$ cat config.mk
export PLATFORM = sky130hd
export DESIGN_NAME = nmt_front
export DESIGN_NICKNAME = d
export VERILOG_FILES = /design/src/hw/rtl/nmt_pkg.sv /design/src/hw/rtl/nmt_front.sv
export SDC_FILE = /design/constraint.sdc
export NUM_CORES = 1
export LEC_CHECK = 0
export BUFFER_PORTS_ARGS = -buffer_cell sky130_fd_sc_hd__buf_2
export CORE_AREA = 2 2 238 240
export DETAILED_ROUTE_END_ITERATION = 12
export DIE_AREA = 0 0 240 242
export GPL_TIMING_DRIVEN = 0
export PLACE_DENSITY_LB_ADDON = 0.3
export SYNTH_ARGS = -nofsm -noshare
export SYNTH_HDL_FRONTEND = slang
export SYNTH_SLANG_ARGS = --single-unit
export TNS_END_PERCENT = 1
$ cat constraint.sdc
create_clock -name clk_i -period 16.7 [get_ports clk_i]
set_input_delay 0.835 -clock clk_i [delete_from_list [all_inputs] [get_ports clk_i]]
set_output_delay 0.835 -clock clk_i [all_outputs]
set_load 0.005 [all_outputs]
$ cat src/hw/rtl/nmt_pkg.sv
// Shared types and constants for the NAT masquerade table.
// No dependencies; used by every module in hw/rtl.
`default_nettype none
package nmt_pkg;

  localparam int unsigned TableEntries = 32;
  localparam int unsigned TickBits     = 48;
  localparam int unsigned IdxBits      = $clog2(TableEntries);
  localparam int unsigned CntBits      = $clog2(TableEntries + 1);

  localparam logic [15:0] PortLowReset  = 16'd50000;
  localparam logic [15:0] PortHighReset = 16'd60000;
  localparam logic [31:0] LifetimeReset = 32'd12000;
  localparam logic [15:0] IpHeaderBytes = 16'd20;
  localparam logic [15:0] FragOffMask   = 16'h1FFF;
  localparam logic [15:0] IcmpMinL4     = 16'd8;
  localparam logic [15:0] PortsMinL4    = 16'd4;

  localparam logic [7:0] ProtoIcmp = 8'd1;
  localparam logic [7:0] ProtoTcp  = 8'd6;
  localparam logic [7:0] ProtoUdp  = 8'd17;
  localparam logic [7:0] IcmpEchoReq   = 8'd8;
  localparam logic [7:0] IcmpEchoReply = 8'd0;

  // configuration register indexes
  localparam logic [2:0] RegNatEnabled = 3'd0;
  localparam logic [2:0] RegUplinkIp   = 3'd1;
  localparam logic [2:0] RegPortLow    = 3'd2;
  localparam logic [2:0] RegPortHigh   = 3'd3;
  localparam logic [2:0] RegLifetime   = 3'd4;

  localparam logic [1:0] VerdictXlate = 2'd0;
  localparam logic [1:0] VerdictDrop  = 2'd1;
  localparam logic [1:0] VerdictPass  = 2'd2;

  localparam logic CmdOutbound = 1'b0;
  localparam logic CmdInbound  = 1'b1;

  typedef struct packed {
    logic                command;
    logic [7:0]          namespace_id;
    logic [7:0]          protocol;
    logic [15:0]         frag_field;
    logic [15:0]         total_length;
    logic [31:0]         source_ip;
    logic [31:0]         dest_ip;
    logic [15:0]         l4_half0;
    logic [15:0]         l4_half1;
    logic [15:0]         l4_half2;
    logic [TickBits-1:0] now_tick;
  } in_item_t;

  typedef struct packed {
    logic [1:0]         verdict;
    logic [31:0]        new_source_ip;
    logic [31:0]        new_dest_ip;
    logic [15:0]        new_l4_half0;
    logic [15:0]        new_l4_half1;
    logic [15:0]        new_l4_half2;
    logic [31:0]        out_count;
    logic [31:0]        in_count;
    logic [31:0]        drop_count;
    logic [CntBits-1:0] active_maps;
  } out_item_t;

  typedef enum logic [1:0] {
    KIND_PASS,
    KIND_DROP,
    KIND_OUT,
    KIND_IN
  } kind_e;

  // classified item handed from front to back
  typedef struct packed {
    kind_e    kind;
    logic     icmp;
    logic [15:0] key_id;   // inner id outbound, outer id inbound
    logic [15:0] peer_id;  // peer id outbound
    in_item_t pkt;
  } work_t;

  typedef struct packed {
    logic        nat_enabled;
    logic [31:0] uplink_ip;
    logic [15:0] port_low;
    logic [15:0] port_high;
    logic [31:0] lifetime;
    logic        cursor_load;
    logic [15:0] cursor_value;
  } cfg_t;

  // lowest set bit of a table-wide vector
  function automatic logic [IdxBits-1:0] first_set(input logic [TableEntries-1:0] v);
    logic [IdxBits-1:0] r;
    r = '0;
    for (int i = TableEntries - 1; i >= 0; i--) begin
      if (v[i]) r = IdxBits'(i);
    end
    return r;
  endfunction

endpackage
`default_nettype wire

$ cat src/hw/rtl/nmt_front.sv
// Front end: configuration registers, packet classification and work queue.
// Depends on nmt_pkg.
`default_nettype none
module nmt_front import nmt_pkg::*; (
  input  wire logic     clk_i,
  input  wire logic     rst_ni,
  input  wire logic     cfg_we_i,
  input  wire logic [2:0]  cfg_idx_i,
  input  wire logic [31:0] cfg_data_i,
  input  wire logic     push,
  output logic          full,
  input  wire in_item_t in_data_i,
  output cfg_t          cfg_o,
  output logic          wq_valid_o,
  output work_t         wq_data_o,
  input  wire logic     wq_pop_i
);

  logic        nat_en_q;
  logic [31:0] uplink_q, life_q;
  logic [15:0] plow_q, phigh_q;

  // Hold configuration registers
  always_ff @(posedge clk_i or negedge rst_ni) begin
    if (!rst_ni) begin
      nat_en_q <= 1'b0;
      uplink_q <= '0;
      plow_q   <= PortLowReset;
      phigh_q  <= PortHighReset;
      life_q   <= LifetimeReset;
    end else if (cfg_we_i) begin
      case (cfg_idx_i)
        RegNatEnabled: nat_en_q <= cfg_data_i[0];
        RegUplinkIp:   uplink_q <= cfg_data_i;
        RegPortLow:    plow_q   <= cfg_data_i[15:0];
        RegPortHigh:   phigh_q  <= cfg_data_i[15:0];
        RegLifetime:   life_q   <= cfg_data_i;
        default: ;
      endcase
    end
  end

  always_comb begin
    cfg_o.nat_enabled  = nat_en_q;
    cfg_o.uplink_ip    = uplink_q;
    cfg_o.port_low     = plow_q;
    cfg_o.port_high    = phigh_q;
    cfg_o.lifetime     = life_q;
    cfg_o.cursor_load  = cfg_we_i && (cfg_idx_i == RegPortLow);
    cfg_o.cursor_value = cfg_data_i[15:0];
  end

  // Classify the incoming packet
  work_t       cls;
  logic [15:0] l4len;
  logic        first_frag, ports_ok, icmp_ok;
  always_comb begin
    l4len      = in_data_i.total_length - IpHeaderBytes;
    first_frag = (in_data_i.frag_field & FragOffMask) == 16'd0;
    ports_ok   = ((in_data_i.protocol == ProtoTcp) || (in_data_i.protocol == ProtoUdp))
                 && (l4len >= PortsMinL4);
    icmp_ok    = (in_data_i.protocol == ProtoIcmp) && (l4len >= IcmpMinL4)
                 && ((in_data_i.l4_half0[15:8] == IcmpEchoReq)
                     || (in_data_i.l4_half0[15:8] == IcmpEchoReply));
    cls.pkt  = in_data_i;
    cls.icmp = icmp_ok;
    if (icmp_ok) begin
      cls.key_id  = in_data_i.l4_half2;
      cls.peer_id = in_data_i.l4_half2;
    end else if (in_data_i.command == CmdOutbound) begin
      cls.key_id  = in_data_i.l4_half0;
      cls.peer_id = in_data_i.l4_half1;
    end else begin
      cls.key_id  = in_data_i.l4_half1;
      cls.peer_id = in_data_i.l4_half1;
    end
    if (!nat_en_q || (in_data_i.total_length < IpHeaderBytes)) begin
      cls.kind = KIND_PASS;
    end else if (!first_frag || !(ports_ok || icmp_ok)) begin
      cls.kind = (in_data_i.command == CmdOutbound) ? KIND_DROP : KIND_PASS;
    end else begin
      cls.kind = (in_data_i.command == CmdOutbound) ? KIND_OUT : KIND_IN;
    end
  end

  // Two-entry work queue
  work_t      mem [2];
  logic       wr_q, rd_q;
  logic [1:0] cnt_q;
  logic       do_push, do_pop;

  assign full       = cnt_q == 2'd2;
  assign wq_valid_o = cnt_q != 2'd0;
  assign wq_data_o  = mem[rd_q];
  assign do_push    = push && !full;
  assign do_pop     = wq_pop_i && wq_valid_o;

  always_ff @(posedge clk_i) begin
    if (do_push) mem[wr_q] <= cls;
  end

  always_ff @(posedge clk_i or negedge rst_ni) begin
    if (!rst_ni) begin
      wr_q  <= 1'b0;
      rd_q  <= 1'b0;
      cnt_q <= 2'd0;
    end else begin
      if (do_push) wr_q <= ~wr_q;
      if (do_pop)  rd_q <= ~rd_q;
      case ({do_push, do_pop})
        2'b10:   cnt_q <= cnt_q + 2'd1;
        2'b01:   cnt_q <= cnt_q - 2'd1;
        default: cnt_q <= cnt_q;
      endcase
    end
  end

endmodule
`default_nettype wire

======== After elaboration in Yosys (flattened, before gate mapping) ========
Memory sizes are Yosys's and may differ from the RTL's.
Index checks and enable logic that the tools add are counted.
cells by class
  add/subtract/negate cells ............... 3
  multiply operators ...................... 0
  div/mod/pow operators ................... 0
  order comparisons ....................... 3
  equality and inequality tests ........... 11
  shift-type cells ........................ 0
  muxes and demuxes ....................... 9
  bitwise logic cells ..................... 2
  reductions and logical operators ........ 25
operator list
  cell                                                                 count
  2-to-1 mux 32 bit                                                    2
  greater-or-equal comparator 16 x 3 -> 1 bit (second input constant)  1
  greater-or-equal comparator 16 x 4 -> 1 bit (second input constant)  1
  zero test 16 bit                                                     1
  less-than comparator 16 x 5 -> 1 bit (second input constant)         1
  subtractor 16 x 5 -> 16 bit (second input constant)                  1
  AND reduction 2 bit                                                  5
  equality test 8 x 1 -> 1 bit (second input constant)                 1
  equality test 8 x 3 -> 1 bit (second input constant)                 1
  equality test 8 x 4 -> 1 bit (second input constant)                 1
  equality test 8 x 5 -> 1 bit (second input constant)                 1
  zero test 8 bit                                                      1
  equality test 3 x 2 -> 1 bit (second input constant)                 2
  logical AND 1 bit                                                    6
  logical OR 1 bit                                                     5
  equality test 2 bit (second input constant)                          2
  zero test 1 bit                                                      4
  2-to-1 mux 1 bit                                                     4
  2-to-1 mux 2 bit                                                     2
  case mux 2 bit (2 select lines)                                      1
  nonzero test 2 bit                                                   2
  equality test 3 x 1 -> 1 bit (second input constant)                 1
  equality test 3 bit (second input constant)                          1
  zero test 3 bit                                                      1
  other kinds (4)                                                      5
storage, ports and cells
  register bits after elaboration ......... 101
  latch bits .............................. 0
  RAM bits ................................ 488
  ROM bits ................................ 0
  output and inout bits ................... 360
  memories kept ........................... 1
memory list
  memory  words  width  rd ports  clocked after Yosys merged registers in  wr ports  RTL line         RTL
  mem     2      244    1         0                                        1         nmt_front.sv:87  work_t mem [2];

======== Logic depth before layout (Yosys ltp) ========
Gate-level depths: netlist of run 1.
  depth after elaboration ................. 9
  depth in mapped cells ................... 10
  depth with buffers taken out ............ 8

======== Least setup slack after synthesis of run 1 ========
No wires, ideal clock.
  path type ............................... input -> register
  start point ............................. input push
  end point ............................... memory mem[0][0] in the netlist's numbering, enable pin
  library setup time ...................... 0.853 ns
  arrival ................................. 11.037 ns
  required time ........................... 15.847 ns
  slack ................................... 4.810 ns
  stages on the path ...................... 2
  buffers on the path ..................... 0
  cell sequence ........................... nand2_1 > nor2_1
on the way
  cells in the longest elaborated chain, start to end .. 3
ends and longest elaborated chain
  item                                    RTL line         RTL
  from (decl)                             nmt_front.sv:10  input wire logic push,
  logical AND 1 bit                       nmt_front.sv:95  assign do_push = push && !full;
  2-to-1 mux 1 bit                        nmt_front.sv:99  if (do_push) mem[wr_q] <= cls;
  2-to-1 mux 1 bit (not written as such)  nmt_front.sv:99
  to (decl)                               nmt_front.sv:87
Every way passes these cells.

==> results.py, run 1 <==
metrics = {
    "outcome": {
        "status": "finished, final reports clean",
    },
    "pwr": {
        "peakVddDrop_mv": 0.0898,
        "p_sw_mw": 1.34,
        "swShare_pct": 28.5,
        "clkPwrFrac_pct": 27.7,
        "power_mw": 4.69,
        "power_frac_seq_pct": 43.9,
        "p_leak_nw": 11.2,
        "combinationalPowerShare_pct": 28.4,
        "power.density_nw_per_um2": 163,
        "intPower_mw": 3.36,
    },
    "logic_synthesis": {
        "synthCells": 1143,
        "synth-main-ff-cell": "edfxtp_1",
        "ys_ff_latch": 589,
        "synth_area_leaders": "edfxtp_1, mux2_2, dfrtp_1",
        "post-synth-top-count-cell": "edfxtp_1",
        "synth_common_cells": "edfxtp_1, mux2_2, dfrtp_1, clkbuf_1, nor2_1",
        "synth.yosys.seq_area_share_pct": 76.5,
        "synth_top_area_share_pct": 65.1,
        "synth_edf_count": 488,
        "yosysTopAreaCell": "edfxtp_1",
        "syn_area_um2": 22500,
        "syn_avg_cell_area_um2": 19.7,
        "synth-async-reset-ratio_pct": 17.1,
        "ys_warn_count": 0,
        "synth_nets": 1397,
        "yosys.cell_types.count": 43,
    },
    "clock_network": {
        "ctsHoldBuffers": 0,
        "clock_path_buffers": 3,
        "cts_inserted_buffers": 60,
        "root_buffer": "clkbuf_16",
        "htree_levels": 2,
        "cts_num_sinks": 589,
        "post-cts-setup-buffers": 0,
        "clkLatencyLatePin_ns": 0.62,
        "ctsResizeCount": 0,
        "clk_pin_slew_ns": 0.06,
        "cts_tree": "done",
    },
    "timing": {
        "skew_ns": 0.0158,
        "hold_violations": 0,
        "grt_setup_unrepaired": "no",
        "worst_slew_pin_slew_ns": 1.12,
        "clock.fmax_mhz": 224,
        "layout_min_cycle_time_ns": 4.46,
        "slew_headroom_pct": 25.7,
        "setup_viol": 0,
        "holdWs_ns": 0.174,
        "finalCritPeriodShare_pct": 26.7,
        "maxSlewViolCount": 0,
        "fin_ws_ns": 12.24,
    },
    "detailed_routing": {
        "dr.pass1.iters": 4,
        "drtAntennaViolNets": 0,
        "via_per_inst": 4.91,
        "remaining_drc_errors": 0,
        "wl_per_cell_um": 21.9,
        "drtIter0Drc": 566,
        "routed_wl_um": 57800,
        "vias": 12946,
    },
    "placement": {
        "dpl.hpwl_um": 41900,
        "dp_cells": 2522,
        "dp_slack_ns": 12.71,
        "place.gp.congestion": 0.797,
        "portBuffers": 608,
    },
    "finish": {
        "final_cells": 2636,
        "nNetsFinal": 2082,
        "final_layout_size_suffix_gt1_share_pct": 59.2,
        "fin_util_pct": 51.6,
        "syn_to_final_growth_pct": 27.9,
    },
    "die": {
        "coreArea_um2": 55700,
        "die-width_um": 240,
        "die_area_um2": 58100,
        "fp.dieH_um": 242,
        "initial_core_util_pct": 40.4,
        "ioPinCount": 609,
        "rows": 87,
    },
    "grt": {
        "top_usage_layer": "met2",
        "met2_usage_pct": 33.4,
        "grt_overflow_total": 0,
        "grt_use_total_pct": 19.2,
        "grt_max_degree": 67,
        "grt_pass1_vias": 13534,
        "antenna_found_initial": 16,
        "grtUsageMet1_pct": 22.1,
        "grt_pass1_wl_um": 83100,
        "grtUsageMet3_pct": 6.62,
    },
    "worst_setup_path": {
        "endpoint_kind": "primary output",
        "cp_slowest_stage_delay_ns": 0.82,
        "crit_arrival_ns": 3.62,
        "slowest_stage": "clkbuf_1",
        "cp_num_buf_inv": 4,
        "crit_path_start_kind": "register",
        "cp_top_family": "buffers and inverters",
        "critPathKind": "register to primary output",
        "crit_chain": "clkbuf_1 > clkbuf_1 > clkbuf_1 > mux2_2 > buf_2",
        "required_ns": 15.87,
        "crit_fanout": 10,
        "critPathMostFrequentCell": "clkbuf_1",
        "r2r_setup_slack_ns": 14.13,
    },
    "hold_path": {
        "worstHoldPathType": "input pin to asynchronous set/reset pin",
    },
    "flow_run": {
        "maxCapViolCount": 0,
    },
}
[layer usage]
layer	part of all wire, %	vias to the layer above
met2	50	474
met1	38	6551
met4	2.4	18
li1	-	5803
met5	0.22	-
met3	8.6	100
[sequential cells by signal, indices dropped and copies added (netlist names)]
register / flops
life_q: 32
mem: 488
nat_en_q: 1
plow_q: 16
phigh_q: 16
rd_q: 1
uplink_q: 32
wr_q: 1
cnt_q: 2
[kinds of logic (layout without fill, tap and decap cells)]
| group | after synthesis | count (layout) | share of synthesized area (%) |
|---|---|---|---|
| xor+xnor | 7 | 7 | 0.273 |
| flops | 589 | 589 | 76.5 |
| fa+ha+maj | 5 | 5 | 0.278 |
| other cells | 0 | 6 | 0 |
| mux | 374 | 374 | 18.9 |
| simple gates | 69 | 69 | 1.65 |
| buf+inv | 66 | 797 | 1.52 |
| compound gates | 33 | 33 | 0.901 |
[cell type report]
| type | count | area [um2] |
|---|---|---|
| fillers | 4710 | 27000 |
| flip-flops and latches | 589 | 17200 |
| multi-input cells | 488 | 4960 |
| repair buffers | 623 | 3400 |
| clock buffers | 74 | 1590 |
| well taps | 756 | 946 |
| clock inverters | 34 | 319 |
| plain buffers | 60 | 319 |
| inverters | 6 | 22.5 |
| diodes | 6 | 15.0 |
[worst paths after layout]
kind,cells after the start,endpoint,from
max,5,wq_data_o[228],rd_q
min,1,uplink_q[14],rst_ni
max reg2reg,5,mem[1][3],cnt_q[0]
min reg2reg,1,uplink_q[31],uplink_q[31]
max in group asynchronous,2,plow_q[15],rst_ni
min in group clk_i,1,mem[0][42],in_data_i[42]
[power groups by stage]
stage                     Sequential [mW]  Clock (mW)  Combinational, mW
after CTS                            2.06        1.33               1.36
after global placement               2.25           0               1.28
final                                2.06        1.30               1.33
after detailed placement             2.09           0               1.36
after global routing                 2.09        1.38               1.44
after floorplan                      2.18           0              0.664
[cells in the final DEF, fill, tap and decap left out, types with 7 or more instances in the layout]
cell type	count
buf_2	607
edfxtp_1	488
mux2_2	342
dfrtp_1	81
clkbuf_16	61
clkbuf_1	50
nor2_1	27
dfstp_2	20
buf_4	18
a21oi_1	17
mux2i_1	16
mux2_4	16
clkinv_1	15
buf_12	8
clkinv_2	7
buf_16	7
[stage by stage]
| stage | instance area (um2) | setup TNS (ns) |
|---|---|---|
| after global routing | 28800 | 0 |
| after floorplan | 22500 | 0 |
| final | 28800 | 0 |
| after global placement | 26500 | -371.73 |
| after detailed placement | 26900 | 0 |
| after CTS | 28800 | 0 |
Note: power is estimated with default switching activity, not from simulation.
==> inputs of run 2 (changes only) <==
Settings changed: CORE_AREA 2 2 238 240 to 2 2 236 238, DIE_AREA 0 0 240 242 to 0 0 238 240.
Clock period 16.7 ns to 3.9 ns, I/O delays scaled along.
==> results.py, run 2 (synthesized netlist as in run 1, its figures left out) <==
metrics = {
    "finish": {
        "regMostFlops": "mem",
        "nNetsFinal": 2327,
        "fin_util_pct": 57.0,
        "nFillCells": 4230,
        "largest_reg_flops": 488,
        "top_regs": "mem x488, life_q x32, uplink_q x32",
        "syn_to_final_growth_pct": 38.6,
        "final_common_cell": "buf_2",
        "multi_input_area_um2": 4980,
        "final_cells": 2828,
        "ff_latch_area_um2": 17200,
        "final_layout_size_suffix_gt1_share_pct": 52.7,
        "layout_common_cells": "buf_2, edfxtp_1, mux2_2",
    },
    "grt": {
        "grt_pass1_vias": 14621,
        "grt_max_degree": 62,
        "antenna_found_initial": 4,
        "grt_pass1_wl_um": 88800,
        "grt_overflow_total": 0,
        "grt_use_total_pct": 20.8,
    },
    "timing": {
        "grt_setup_unrepaired": "no",
        "setup_viol": 0,
        "slew_headroom_pct": 34.7,
        "layout_min_cycle_time_ns": 3.44,
        "worst_slew_pin_slew_ns": 0.979,
        "hold_violations": 0,
        "skew_ns": 0.0169,
        "maxSlewViolCount": 0,
        "finalCritPeriodShare_pct": 88.2,
        "fin_ws_ns": 0.462,
        "clock.fmax_mhz": 291,
    },
    "detailed_routing": {
        "wl_per_cell_um": 21.8,
        "routed_wl_um": 61600,
        "drtAntennaViolNets": 0,
        "drtIter0Drc": 586,
        "vias": 13865,
        "via_per_inst": 4.90,
        "dr.pass1.iters": 4,
        "remaining_drc_errors": 0,
    },
    "placement": {
        "portBuffers": 608,
        "dpl.hpwl_um": 42300,
        "place.gp.congestion": 0.785,
        "dp_cells": 2469,
        "dp_slack_ns": 0.670,
    },
    "outcome": {
        "status": "finished, final reports clean",
    },
    "worst_setup_path": {
        "crit_path_start_kind": "register",
        "crit_chain": "clkbuf_1 > clkbuf_2 > clkbuf_1 > mux2_2 > buf_2",
        "r2r_cells": 4,
        "r2r_setup_slack_ns": 1.73,
        "critPathMostFrequentCell": "clkbuf_1",
        "endpoint_kind": "primary output",
        "cp_num_buf_inv": 4,
        "cp_slowest_stage_delay_ns": 0.61,
        "worstReg2RegStart": "cnt_q[0]",
        "cp_top_family": "buffers and inverters",
        "crit_fanout": 10,
        "r2r-end": "mem[1][38]",
        "crit_arrival_ns": 3.24,
        "critPathKind": "register to primary output",
        "required_ns": 3.70,
        "setup.worst_path.start": "rd_q",
        "slowest_stage": "clkbuf_1",
    },
    "pwr": {
        "power.density_nw_per_um2": 655,
        "peakVddDrop_mv": 0.381,
        "p_leak_nw": 12.3,
    },
    "die": {
        "fp.dieH_um": 240,
        "rows": 86,
        "coreArea_um2": 54700,
        "die-width_um": 238,
        "initial_core_util_pct": 41.2,
        "ioPinCount": 609,
        "die_area_um2": 57100,
    },
    "flow_run": {
        "maxCapViolCount": 0,
    },
    "hold_path": {
        "hold_start": "cfg_idx_i[2]",
        "whs_endpoint": "nat_en_q",
        "whs_path_depth": 4,
        "worstHoldPathType": "input pin to register",
    },
    "clock_network": {
        "cts_num_sinks": 589,
        "cts_tree": "done",
        "clkLatencyLatePin_ns": 0.62,
        "clk_pin_slew_ns": 0.06,
        "root_buffer": "clkbuf_16",
        "cts_inserted_buffers": 60,
        "htree_levels": 2,
        "clock_path_buffers": 3,
    },
}
run 2: cell types whose count changed in the layout (fill, tap and decap cells not counted), moves of 2 or more:
cell / previous run / this run
dlygate4sd3_1: 0 / 246
clkbuf_8: 1 / 6
clkinv_1: 15 / 10
clkinv_2: 7 / 10
clkbuf_2: 0 / 2
diode_2: 6 / 4
run 2: worst min-delay path, stage by stage:
cell,delay (ns)
buf_2,0.09
nor2b_1,0.06
nor3b_1,0.14
mux2_2,0.21
run 2: cell type report:
type                            count  share of cell area [%]
Antenna cell                        4                  0.0321
Buffer                             60                    1.03
Clock buffer                       80                    5.32
Clock inverter                     29                   0.835
Inverter                            6                  0.0722
Multi-Input combinational cell    488                    16.0
Sequential cell                   589                    55.2
Tap cell                          704                    2.83
Timing Repair Buffer              868                    18.7
run 2: metal layers:
metal | GRT usage (%) | share of wire [%] | wire length (um) | up-vias
met2 | 36.3 | 50 | 31000 | 544
met4 | 7.29 | 3.2 | 1960 | 2
li1 | - | - | - | 6287
met5 | 0 | 0.015 | 9 | -
met1 | 24.3 | 38 | 23700 | 6928
met3 | 6.22 | 7.9 | 4890 | 104
run 2: worst max path at each step:
stage | slack, ns | to | depth (start not counted)
2_1_floorplan | -0.72 | mem[0][0] | 3
3_3_place_gp | -2.88 | mem[0][7] | 3
3_5_place_dp | 0.67 | wq_data_o[227] | 5
4_1_cts | 0.09 | wq_data_o[223] | 5
5_1_grt | 0.27 | wq_data_o[223] | 5
6_report | 0.46 | wq_data_o[210] | 5
run 2: through the flow:
step	TNS [ns]	power [mW]	hold slack, ns	area, um2
floorplan	-194.50	11.9	-0.101	22500
global placement	-1139.09	14.7	0.384	26400
detailed placement	0	14.8	0.259	26800
CTS	0	20.6	0.0784	31200
global route	0	21.3	0.122	31200
finish	0	20.4	0.121	31200
run 2: what timing repair did:
action,CTS,global route
gates resized for setup,1,3
hold buffers,246,0
buffers inserted,0,0
setup endpoints to repair,10,2
hold endpoints to repair,624,0
run 2: report_power, final:
group          switching, mW  internal, mW  total [mW]
registers              0.361          8.48        8.84
logic                   3.14          2.85        5.99
clock network           2.37          3.24        5.61
